==> src/hw/rtl/aprb_pkg.sv <==
package aprb_pkg;

   // Instruction class match patterns
   localparam logic [31:0] ADR_MASK    = 32'h1f00_0000;
   localparam logic [31:0] ADR_MATCH   = 32'h1000_0000;
   localparam logic [31:0] BCOND_MASK  = 32'hff00_0010;
   localparam logic [31:0] BCOND_MATCH = 32'h5400_0000;
   localparam logic [31:0] BREG_MASK   = 32'hf700_0000;
   localparam logic [31:0] BREG_MATCH  = 32'hd600_0000;
   localparam logic [31:0] BREG_RN_CLR = 32'hffff_fc1f;
   localparam logic [31:0] BR_MATCH    = 32'hd61f_0000;
   localparam logic [31:0] BLR_MATCH   = 32'hd63f_0000;
   localparam logic [31:0] RET_MATCH   = 32'hd65f_0000;
   localparam logic [31:0] BIMM_MASK   = 32'h7c00_0000;
   localparam logic [31:0] BIMM_MATCH  = 32'h1400_0000;
   localparam logic [31:0] CMPB_MASK   = 32'h7e00_0000;
   localparam logic [31:0] CBZ_MATCH   = 32'h3400_0000;
   localparam logic [31:0] TBZ_MATCH   = 32'h3600_0000;
   localparam logic [31:0] LDRL_MASK   = 32'h3b00_0000;
   localparam logic [31:0] LDRL_MATCH  = 32'h1800_0000;

   localparam logic [4:0]  LINK_REG    = 5'd30;
   localparam logic [1:0]  OPC_PRFM    = 2'd3;

   typedef enum logic [2:0] {
      CLS_NONE,
      CLS_ADR,
      CLS_BCOND,
      CLS_BREG,
      CLS_BIMM,
      CLS_CBZ,
      CLS_TBZ,
      CLS_LDRL
   } op_class_type;

   // Condition groups selected by cond[3:1]
   typedef enum logic [2:0] {
      CG_EQ = 3'd0,
      CG_CS = 3'd1,
      CG_MI = 3'd2,
      CG_VS = 3'd3,
      CG_HI = 3'd4,
      CG_GE = 3'd5,
      CG_GT = 3'd6,
      CG_AL = 3'd7
   } cond_group_type;

   localparam logic [3:0] COND_NV = 4'hf;

   typedef enum logic [1:0] {
      LOAD_WORD_ZX = 2'd0,
      LOAD_DOUBLE  = 2'd1,
      LOAD_WORD_SX = 2'd2,
      LOAD_QUAD    = 2'd3
   } load_kind_type;

   typedef enum logic [1:0] {
      LOPC_WORD   = 2'd0,
      LOPC_DOUBLE = 2'd1,
      LOPC_WIDE   = 2'd2
   } load_opc_type;

   typedef struct packed {
      logic [31:0] opcode;
      logic [63:0] pc;
      logic [3:0]  flags_nzcv;
      logic [63:0] operand_value;
      logic        execute;
   } req_payload_type;

   typedef struct packed {
      logic        emulated;
      logic        redirected;
      logic [63:0] next_pc;
      logic        gpr_write;
      logic [4:0]  dest_index;
      logic [63:0] write_value;
      logic        load_request;
      logic [63:0] load_address;
      logic [1:0]  load_kind;
      logic        load_to_vector;
   } rsp_payload_type;

endpackage

==> src/hw/rtl/aprb_if.sv <==
interface aprb_req_if;
   logic        valid;
   logic        ready;
   logic [31:0] opcode;
   logic [63:0] pc;
   logic [3:0]  flags_nzcv;
   logic [63:0] operand_value;
   logic        execute;

   modport source (output valid, opcode, pc, flags_nzcv, operand_value, execute,
                   input ready);
   modport sink   (input valid, opcode, pc, flags_nzcv, operand_value, execute,
                   output ready);
endinterface

interface aprb_rsp_if;
   logic        valid;
   logic        ready;
   logic        emulated;
   logic        redirected;
   logic [63:0] next_pc;
   logic        gpr_write;
   logic [4:0]  dest_index;
   logic [63:0] write_value;
   logic        load_request;
   logic [63:0] load_address;
   logic [1:0]  load_kind;
   logic        load_to_vector;

   modport source (output valid, emulated, redirected, next_pc, gpr_write, dest_index,
                   write_value, load_request, load_address, load_kind, load_to_vector,
                   input ready);
   modport sink   (input valid, emulated, redirected, next_pc, gpr_write, dest_index,
                   write_value, load_request, load_address, load_kind, load_to_vector,
                   output ready);
endinterface

==> src/hw/rtl/aprb_exec.sv <==
module aprb_exec (
   input  aprb_pkg::req_payload_type req,
   output aprb_pkg::rsp_payload_type rsp
);
   import aprb_pkg::*;

   logic [31:0]    op;
   logic [31:0]    breg_key;
   op_class_type   cls;
   logic [63:0]    off_adr;
   logic [63:0]    off_adrp;
   logic [63:0]    off_imm19;
   logic [63:0]    off_imm26;
   logic [63:0]    off_imm14;
   logic [63:0]    add_base;
   logic [63:0]    add_off;
   logic [63:0]    add_sum;
   logic [63:0]    pc_plus4;
   logic [3:0]     cond;
   logic           flag_n, flag_z, flag_c, flag_v;
   logic           cond_base;
   logic           cond_ok;
   logic           cmp_zero;
   logic           test_bit;
   logic           taken;
   logic           ex;
   logic           link;

   assign op       = req.opcode;
   assign ex       = req.execute;
   assign breg_key = op & BREG_RN_CLR;

   // Classify in priority order; an outer match with a bad sub-field stops the search
   always_comb begin
      cls = CLS_NONE;
      if ((op & ADR_MASK) == ADR_MATCH) begin
         cls = CLS_ADR;
      end else if ((op & BCOND_MASK) == BCOND_MATCH) begin
         cls = CLS_BCOND;
      end else if ((op & BREG_MASK) == BREG_MATCH) begin
         if (breg_key == BR_MATCH || breg_key == BLR_MATCH || breg_key == RET_MATCH) begin
            cls = CLS_BREG;
         end
      end else if ((op & BIMM_MASK) == BIMM_MATCH) begin
         cls = CLS_BIMM;
      end else if ((op & CMPB_MASK) == CBZ_MATCH) begin
         cls = CLS_CBZ;
      end else if ((op & CMPB_MASK) == TBZ_MATCH) begin
         cls = CLS_TBZ;
      end else if ((op & LDRL_MASK) == LDRL_MATCH) begin
         if (op[31:30] != OPC_PRFM) begin
            cls = CLS_LDRL;
         end
      end
   end

   // Sign-extended immediates
   assign off_adr   = {{43{op[23]}}, op[23:5], op[30:29]};
   assign off_adrp  = {{31{op[23]}}, op[23:5], op[30:29], 12'h000};
   assign off_imm19 = {{43{op[23]}}, op[23:5], 2'b00};
   assign off_imm26 = {{36{op[25]}}, op[25:0], 2'b00};
   assign off_imm14 = {{48{op[18]}}, op[18:5], 2'b00};

   // Share one address adder across all PC-relative forms
   always_comb begin
      add_base = req.pc;
      add_off  = off_imm19;
      case (cls)
         CLS_ADR: begin
            if (op[31]) begin
               add_base = {req.pc[63:12], 12'h000};
               add_off  = off_adrp;
            end else begin
               add_off  = off_adr;
            end
         end
         CLS_BIMM: add_off = off_imm26;
         CLS_TBZ:  add_off = off_imm14;
         default:  add_off = off_imm19;
      endcase
   end

   assign add_sum  = add_base + add_off;
   assign pc_plus4 = req.pc + 64'd4;

   // Evaluate the branch condition
   assign cond   = op[3:0];
   assign flag_n = req.flags_nzcv[3];
   assign flag_z = req.flags_nzcv[2];
   assign flag_c = req.flags_nzcv[1];
   assign flag_v = req.flags_nzcv[0];

   always_comb begin
      case (cond_group_type'(cond[3:1]))
         CG_EQ:   cond_base = flag_z;
         CG_CS:   cond_base = flag_c;
         CG_MI:   cond_base = flag_n;
         CG_VS:   cond_base = flag_v;
         CG_HI:   cond_base = flag_c && !flag_z;
         CG_GE:   cond_base = (flag_n == flag_v);
         CG_GT:   cond_base = (flag_n == flag_v) && !flag_z;
         default: cond_base = 1'b1;
      endcase
   end

   assign cond_ok  = (cond[0] && cond != COND_NV) ? !cond_base : cond_base;
   assign cmp_zero = op[31] ? (req.operand_value == 64'd0)
                            : (req.operand_value[31:0] == 32'd0);
   assign test_bit = req.operand_value[{op[31], op[23:19]}];

   always_comb begin
      case (cls)
         CLS_BCOND: taken = cond_ok;
         CLS_BREG:  taken = 1'b1;
         CLS_BIMM:  taken = 1'b1;
         CLS_CBZ:   taken = cmp_zero ^ op[24];
         CLS_TBZ:   taken = (test_bit == op[24]);
         default:   taken = 1'b0;
      endcase
   end

   assign link = (cls == CLS_BREG && breg_key == BLR_MATCH) || (cls == CLS_BIMM && op[31]);

   // Assemble the result; fields that do not apply stay zero
   always_comb begin
      rsp                = '0;
      rsp.emulated       = (cls != CLS_NONE);
      rsp.redirected     = ex && taken;
      rsp.next_pc        = pc_plus4;
      if (ex && taken) begin
         rsp.next_pc = (cls == CLS_BREG) ? req.operand_value : add_sum;
      end
      if (ex && cls == CLS_ADR) begin
         rsp.gpr_write   = 1'b1;
         rsp.dest_index  = op[4:0];
         rsp.write_value = add_sum;
      end else if (ex && link) begin
         rsp.gpr_write   = 1'b1;
         rsp.dest_index  = LINK_REG;
         rsp.write_value = pc_plus4;
      end else if (ex && cls == CLS_LDRL) begin
         rsp.load_request   = 1'b1;
         rsp.dest_index     = op[4:0];
         rsp.load_address   = add_sum;
         rsp.load_to_vector = op[26];
         case (load_opc_type'(op[31:30]))
            LOPC_WORD:   rsp.load_kind = LOAD_WORD_ZX;
            LOPC_DOUBLE: rsp.load_kind = LOAD_DOUBLE;
            default:     rsp.load_kind = op[26] ? LOAD_QUAD : LOAD_WORD_SX;
         endcase
      end
   end

endmodule

==> src/hw/rtl/aarch64_pc_relative_branch_unit_core.sv <==
// AArch64 PC-relative branch and address execute unit.
//
// Request channel (req_chan): one instruction word with its PC, NZCV flags,
// the value of the register it names and an execute flag. Response channel
// (rsp_chan): classification, next PC, direct register write and, for a
// literal load, the load address and kind. Both use valid/ready; a request
// moves when valid and ready are high at the same rising edge.
//
// A taken request enters the input register; its result moves into the
// result register, which drives rsp_chan.valid, once that register is free.
// The path is an input register, the decode/add logic (one shared 64-bit
// address adder plus the PC+4 incrementer), then the result register.
// Throughput is one request per cycle; the two registers form a pipeline that
// keeps accepting while a finished response waits, and fills both stages
// before req_chan.ready drops.
//
// Reset (synchronous, active high) empties both stages; no response is valid
// the cycle after reset. When the receiver holds rsp_chan.ready low the
// response and its payload hold steady.
module aarch64_pc_relative_branch_unit_core (
   input  logic       clock,
   input  logic       reset,
   aprb_req_if.sink   req_chan,
   aprb_rsp_if.source rsp_chan
);
   import aprb_pkg::*;

   logic            s1_valid_ff, s1_valid_in;
   req_payload_type s1_data_ff;
   logic            s2_valid_ff, s2_valid_in;
   rsp_payload_type s2_data_ff;
   rsp_payload_type exec_rsp;
   logic            s1_free;
   logic            s2_free;

   // Stage is free when empty or when its content moves on this cycle
   assign s2_free = !s2_valid_ff || rsp_chan.ready;
   assign s1_free = !s1_valid_ff || s2_free;

   assign req_chan.ready = s1_free;

   assign s1_valid_in = s1_free ? req_chan.valid : s1_valid_ff;
   assign s2_valid_in = s2_free ? s1_valid_ff    : s2_valid_ff;

   always_ff @(posedge clock) begin
      if (reset) begin
         s1_valid_ff <= 1'b0;
         s2_valid_ff <= 1'b0;
      end else begin
         s1_valid_ff <= s1_valid_in;
         s2_valid_ff <= s2_valid_in;
      end
   end

   // Capture the request
   always_ff @(posedge clock) begin
      if (req_chan.valid && s1_free) begin
         s1_data_ff.opcode        <= req_chan.opcode;
         s1_data_ff.pc            <= req_chan.pc;
         s1_data_ff.flags_nzcv    <= req_chan.flags_nzcv;
         s1_data_ff.operand_value <= req_chan.operand_value;
         s1_data_ff.execute       <= req_chan.execute;
      end
   end

   aprb_exec u_exec (
      .req (s1_data_ff),
      .rsp (exec_rsp)
   );

   // Advance the result into the response register
   always_ff @(posedge clock) begin
      if (s1_valid_ff && s2_free) begin
         s2_data_ff <= exec_rsp;
      end
   end

   assign rsp_chan.valid          = s2_valid_ff;
   assign rsp_chan.emulated       = s2_data_ff.emulated;
   assign rsp_chan.redirected     = s2_data_ff.redirected;
   assign rsp_chan.next_pc        = s2_data_ff.next_pc;
   assign rsp_chan.gpr_write      = s2_data_ff.gpr_write;
   assign rsp_chan.dest_index     = s2_data_ff.dest_index;
   assign rsp_chan.write_value    = s2_data_ff.write_value;
   assign rsp_chan.load_request   = s2_data_ff.load_request;
   assign rsp_chan.load_address   = s2_data_ff.load_address;
   assign rsp_chan.load_kind      = s2_data_ff.load_kind;
   assign rsp_chan.load_to_vector = s2_data_ff.load_to_vector;

endmodule

==> src/flat_wrapper.sv <==
// flat-port wrapper written by rule: the top's interface ports become plain ports
module aarch64_pc_relative_branch_unit_core_flat import aprb_pkg::*;
  (clock, reset, req_chan_valid, req_chan_opcode, req_chan_pc, req_chan_flags_nzcv, req_chan_operand_value, req_chan_execute, req_chan_ready, rsp_chan_valid, rsp_chan_emulated, rsp_chan_redirected, rsp_chan_next_pc, rsp_chan_gpr_write, rsp_chan_dest_index, rsp_chan_write_value, rsp_chan_load_request, rsp_chan_load_address, rsp_chan_load_kind, rsp_chan_load_to_vector, rsp_chan_ready);
  aprb_req_if req_chan_i ();
  aprb_rsp_if rsp_chan_i ();
  input  logic clock;
  input  logic reset;
  input wire logic [$bits(req_chan_i.valid)-1:0] req_chan_valid;
  input wire logic [$bits(req_chan_i.opcode)-1:0] req_chan_opcode;
  input wire logic [$bits(req_chan_i.pc)-1:0] req_chan_pc;
  input wire logic [$bits(req_chan_i.flags_nzcv)-1:0] req_chan_flags_nzcv;
  input wire logic [$bits(req_chan_i.operand_value)-1:0] req_chan_operand_value;
  input wire logic [$bits(req_chan_i.execute)-1:0] req_chan_execute;
  output wire logic [$bits(req_chan_i.ready)-1:0] req_chan_ready;
  output wire logic [$bits(rsp_chan_i.valid)-1:0] rsp_chan_valid;
  output wire logic [$bits(rsp_chan_i.emulated)-1:0] rsp_chan_emulated;
  output wire logic [$bits(rsp_chan_i.redirected)-1:0] rsp_chan_redirected;
  output wire logic [$bits(rsp_chan_i.next_pc)-1:0] rsp_chan_next_pc;
  output wire logic [$bits(rsp_chan_i.gpr_write)-1:0] rsp_chan_gpr_write;
  output wire logic [$bits(rsp_chan_i.dest_index)-1:0] rsp_chan_dest_index;
  output wire logic [$bits(rsp_chan_i.write_value)-1:0] rsp_chan_write_value;
  output wire logic [$bits(rsp_chan_i.load_request)-1:0] rsp_chan_load_request;
  output wire logic [$bits(rsp_chan_i.load_address)-1:0] rsp_chan_load_address;
  output wire logic [$bits(rsp_chan_i.load_kind)-1:0] rsp_chan_load_kind;
  output wire logic [$bits(rsp_chan_i.load_to_vector)-1:0] rsp_chan_load_to_vector;
  input wire logic [$bits(rsp_chan_i.ready)-1:0] rsp_chan_ready;
  assign req_chan_i.valid = req_chan_valid;
  assign req_chan_i.opcode = req_chan_opcode;
  assign req_chan_i.pc = req_chan_pc;
  assign req_chan_i.flags_nzcv = req_chan_flags_nzcv;
  assign req_chan_i.operand_value = req_chan_operand_value;
  assign req_chan_i.execute = req_chan_execute;
  assign req_chan_ready = req_chan_i.ready;
  assign rsp_chan_valid = rsp_chan_i.valid;
  assign rsp_chan_emulated = rsp_chan_i.emulated;
  assign rsp_chan_redirected = rsp_chan_i.redirected;
  assign rsp_chan_next_pc = rsp_chan_i.next_pc;
  assign rsp_chan_gpr_write = rsp_chan_i.gpr_write;
  assign rsp_chan_dest_index = rsp_chan_i.dest_index;
  assign rsp_chan_write_value = rsp_chan_i.write_value;
  assign rsp_chan_load_request = rsp_chan_i.load_request;
  assign rsp_chan_load_address = rsp_chan_i.load_address;
  assign rsp_chan_load_kind = rsp_chan_i.load_kind;
  assign rsp_chan_load_to_vector = rsp_chan_i.load_to_vector;
  assign rsp_chan_i.ready = rsp_chan_ready;
  aarch64_pc_relative_branch_unit_core u_core (.clock(clock), .reset(reset), .req_chan(req_chan_i), .rsp_chan(rsp_chan_i));
endmodule
==> config.mk <==
export PLATFORM = sky130hd
export DESIGN_NAME = aarch64_pc_relative_branch_unit_core_flat
export DESIGN_NICKNAME = d
export VERILOG_FILES = /design/src/hw/rtl/aprb_pkg.sv /design/src/hw/rtl/aprb_if.sv /design/src/hw/rtl/aprb_exec.sv /design/src/hw/rtl/aarch64_pc_relative_branch_unit_core.sv /design/src/flat_wrapper.sv
export SDC_FILE = /design/constraint.sdc
export NUM_CORES = 1
export LEC_CHECK = 0
export ABC_CLOCK_PERIOD_IN_PS = 38400
export BUFFER_PORTS_ARGS = -buffer_cell sky130_fd_sc_hd__buf_4
export CAP_MARGIN = 20
export CORE_UTILIZATION = 55
export CTS_CLUSTER_DIAMETER = 200
export DETAILED_ROUTE_END_ITERATION = 8
export GPL_TIMING_DRIVEN = 0
export HOLD_SLACK_MARGIN = 0.08
export MAX_ROUTING_LAYER = met4
export PLACE_DENSITY = 0.76
export SLEW_MARGIN = 15
export SYNTH_ARGS = -nofsm -noshare
export SYNTH_HDL_FRONTEND = slang
export SYNTH_SLANG_ARGS = --single-unit
==> constraint.sdc <==
create_clock -name clock -period 38.4 [get_ports clock]
set_input_delay 7.68 -clock clock [delete_from_list [all_inputs] [get_ports clock]]
set_output_delay 7.68 -clock clock [all_outputs]
set_load 0.005 [all_outputs]
==> results.yml <==
logic_synthesis:
  synth_edf_count: 369
  async_flop_share_pct: 0
  ys_top_cells_by_area: "edfxtp_1, ha_1, a21oi_1"
  synth.most_common_cell: "edfxtp_1"
  synth_cell_types: 73
  yosys_warnings: 0
  avgSynthCellArea_um2: 11.08
  yosysTopAreaCellShare_pct: 54.94
  syn_area_um2: 20170
  ys_seq_elements: 371
  synthFlopType: "edfxtp_1"
  yosys.area.top_type: "edfxtp_1"
  synth_commonest_cells: "edfxtp_1, nor2_1, nand2_1"
  ys_seq_area_share_pct: 55.14
  synth_nets: 2054
  syn_inst: 1820
timing:
  fin_setup_tns_ns: 0
  slew-limit-headroom_pct: 16.29
  final_hold_viol_count: 0
  min_period_ns: 16.14
  fin_crit_sh_pct: 42.03
  finClkSkew_ns: 0.02530
  finalSetupViolations: 0
  whs_ns: 0.5492
  rsz0062_at_grt: "no"
  tightest_slew_ns: 1.256
  fmax_mhz: 61.95
  finalMaxSlewViolations: 0
setup_path:
  end_kind: "primary output"
  path_delay_family: "simple AND/OR/NAND/NOR gates"
  worst-setup-path-type: "primary input to primary output"
  crit_required_ns: 30.72
  crit_fanout: 4
  crit_chain: "buf_4, nor2b_1, nand2_1, buf_4"
  reg2reg_from: "u_core.s1_data_ff[160]"
  critPathArrivalTime_ns: 8.46
  crit_end: "req_chan_ready"
  critPathLaunch: "rsp_chan_ready"
  cp_num_cells: 4
  ff2ff_setup_slack_ns: 31.80
  reg2reg_to: "u_core.rsp_chan.next_pc[55]"
  crit_path_start_kind: "primary input"
  cp_slowest_cell: "nor2b_1"
  crit_path_max_incr_delay_ns: 0.36
  cp_common_cell: "buf_4"
  critPathBufInv: 2
  worstRegToRegCells: 18
placement:
  routabilityCongestion: 0.9851
  placed_cell_area_um2: 23800
  hpwl_mm: 55.58
  placed_cells: 2665
  portBuffers: 374
pwr:
  p_per_area_nw_per_um2: 41.93
  power_leakage_nw: 9.362
  vdd_drop_max_v: 0.00005526
  finalPower_w: 0.001047
routing:
  wl_per_cell_um: 27.44
  ant_nets: 0
  via_per_inst: 6.573
  first_pass_iters: 8
  wl_mm: 75.03
  vias: 17970
  drc: 23
  drt_iter0_markers: 2335
clocking:
  clockRootBuffer: "clkbuf_16"
  cts_setup_buffers: 0
  cts_tree: "built"
  insertion_delay_ns: 0.56
  cts_inserted_buffers: 37
  clk_path_buf_depth: 3
  clk_pin_slew_ns: 0.07
  htree_levels: 2
  hold_buffers: 0
  cts.repair.resized: 0
  cts.sinks: 371
die:
  dieArea_um2: 37440
  core_area_um2: 35830
  rows: 69
  fp.dieH_um: 193.5
  initial_core_util_pct: 56.29
  io_pins: 375
  die_w_um: 193.5
global_route:
  grtUsageTotal_pct: 40.57
  grt_pass1_vias: 17360
  grt_max_degree: 59
  grt_pass1_wl_mm: 109.2
  antenna_found_initial: 2
  grt_overflow_total: 0
layout:
  final_layout_size_suffix_gt1_share_pct: 21.93
  nets: 2478
  n_fill_cell: 2454
  fin_cells: 2734
  design_area_um2: 24960
  syn2layout_area_growth_pct: 23.74
status:
  status: "finished, violations left"
  violations: "DRC"
worst_hold_path:
  hold_class: "flop to flop"
run:
  maxCapViolations: 0
[layer usage]
layer,track usage (%),part of all wire (%),vias to the layer above
met1,53.58,39,8616
met2,61.71,45,1404
met5,-,0,-
met4,15.67,4.1,0
li1,-,-,7726
met3,8.351,11,224
[stage by stage]
stage / setup slack [ns] / util (%)
after global placement: 17.81 / 65.74
after global routing: 22.25 / 69.66
after detailed placement: 22.26 / 66.44
after floorplan: 20.84 / -
after CTS: 22.25 / 69.63
final: 22.26 / 69.66
[cell families after synthesis]
family                   share of synthesized area, %
buffers and inverters                           2.940
XOR/XNOR                                        5.167
AND/OR/NAND/NOR                                 14.44
AO/OA/AOI/OAI                                   13.66
multiplexers                                    4.591
flip-flops                                      55.14
adder cells (fa/ha/maj)                         4.069
[cells in the final DEF (no fill, tap or decap), drive strengths merged, types with 16 or more instances in the layout]
cell type and count:
a21o 31, xnor2 49, nand3 83, o21ai 81
mux2i 52, nor4 28, o22ai 50, inv 43
o21a 23, xor2 70, nor2 165, o21bai 16
ha 64, clkbuf 133, clkinv 16, nand4 35
nor3 21, o211ai 32, a21oi 143, and2 24
edfxtp 369, nand2 163, buf 402, and3 22
[registers in the layout, summed over array words and instances, names as in the netlist]
signal and cells:
u_core.rsp_chan.gpr_write 1, u_core.s1_data_ff 165, u_core.rsp_chan.load_to_vector 1, u_core.rsp_chan.valid 1
u_core.s1_valid_ff 1, u_core.rsp_chan.load_kind 2, u_core.rsp_chan.redirected 1, u_core.rsp_chan.write_value 64
u_core.rsp_chan.next_pc 64, u_core.rsp_chan.load_request 1, u_core.rsp_chan.load_address 64, u_core.rsp_chan.emulated 1
u_core.rsp_chan.dest_index 5
[power breakdown]
part | total (W) | internal [W] | switching (W)
combinational | 0.000208 | 0.0000816 | 0.000126
clock | 0.000350 | 0.000193 | 0.000157
sequential | 0.000489 | 0.000470 | 0.0000186
[area by class of cell]
cell class / instances / area, µm² / area share, %
clock buffer: 44 / 994.7 / 3.986
antenna: 2 / 5.005 / 0.02005
buffer: 106 / 442.9 / 1.775
sequential: 371 / 11120 / 44.56
tap: 461 / 576.8 / 2.311
clock inverter: 22 / 148.9 / 0.5966
multi-input combinational: 1303 / 8477 / 33.96
inverter: 40 / 150.1 / 0.6016
timing repair buffer: 385 / 3042 / 12.19
[tightest hold or removal path, cell delays in order (launching register included)]
cell	delay (ns)
dfxtp_1	0.34
nor2_1	0.11
nor2_1	0.05
[how the worst min path moves through the flow]
stage / to / cells past startpoint / slack [ns] / startpoint
5_1_grt: u_core.rsp_chan.valid / 2 / 0.57 / u_core.s1_valid_ff
2_1_floorplan: u_core.rsp_chan.valid / 2 / 0.48 / u_core.s1_valid_ff
3_3_place_gp: u_core.rsp_chan.valid / 2 / 0.50 / u_core.s1_valid_ff
6_report: u_core.rsp_chan.valid / 2 / 0.55 / u_core.s1_valid_ff
4_1_cts: u_core.rsp_chan.valid / 2 / 0.55 / u_core.s1_valid_ff
3_5_place_dp: u_core.rsp_chan.valid / 2 / 0.53 / u_core.s1_valid_ff
(Power assumes the default switching activity.)
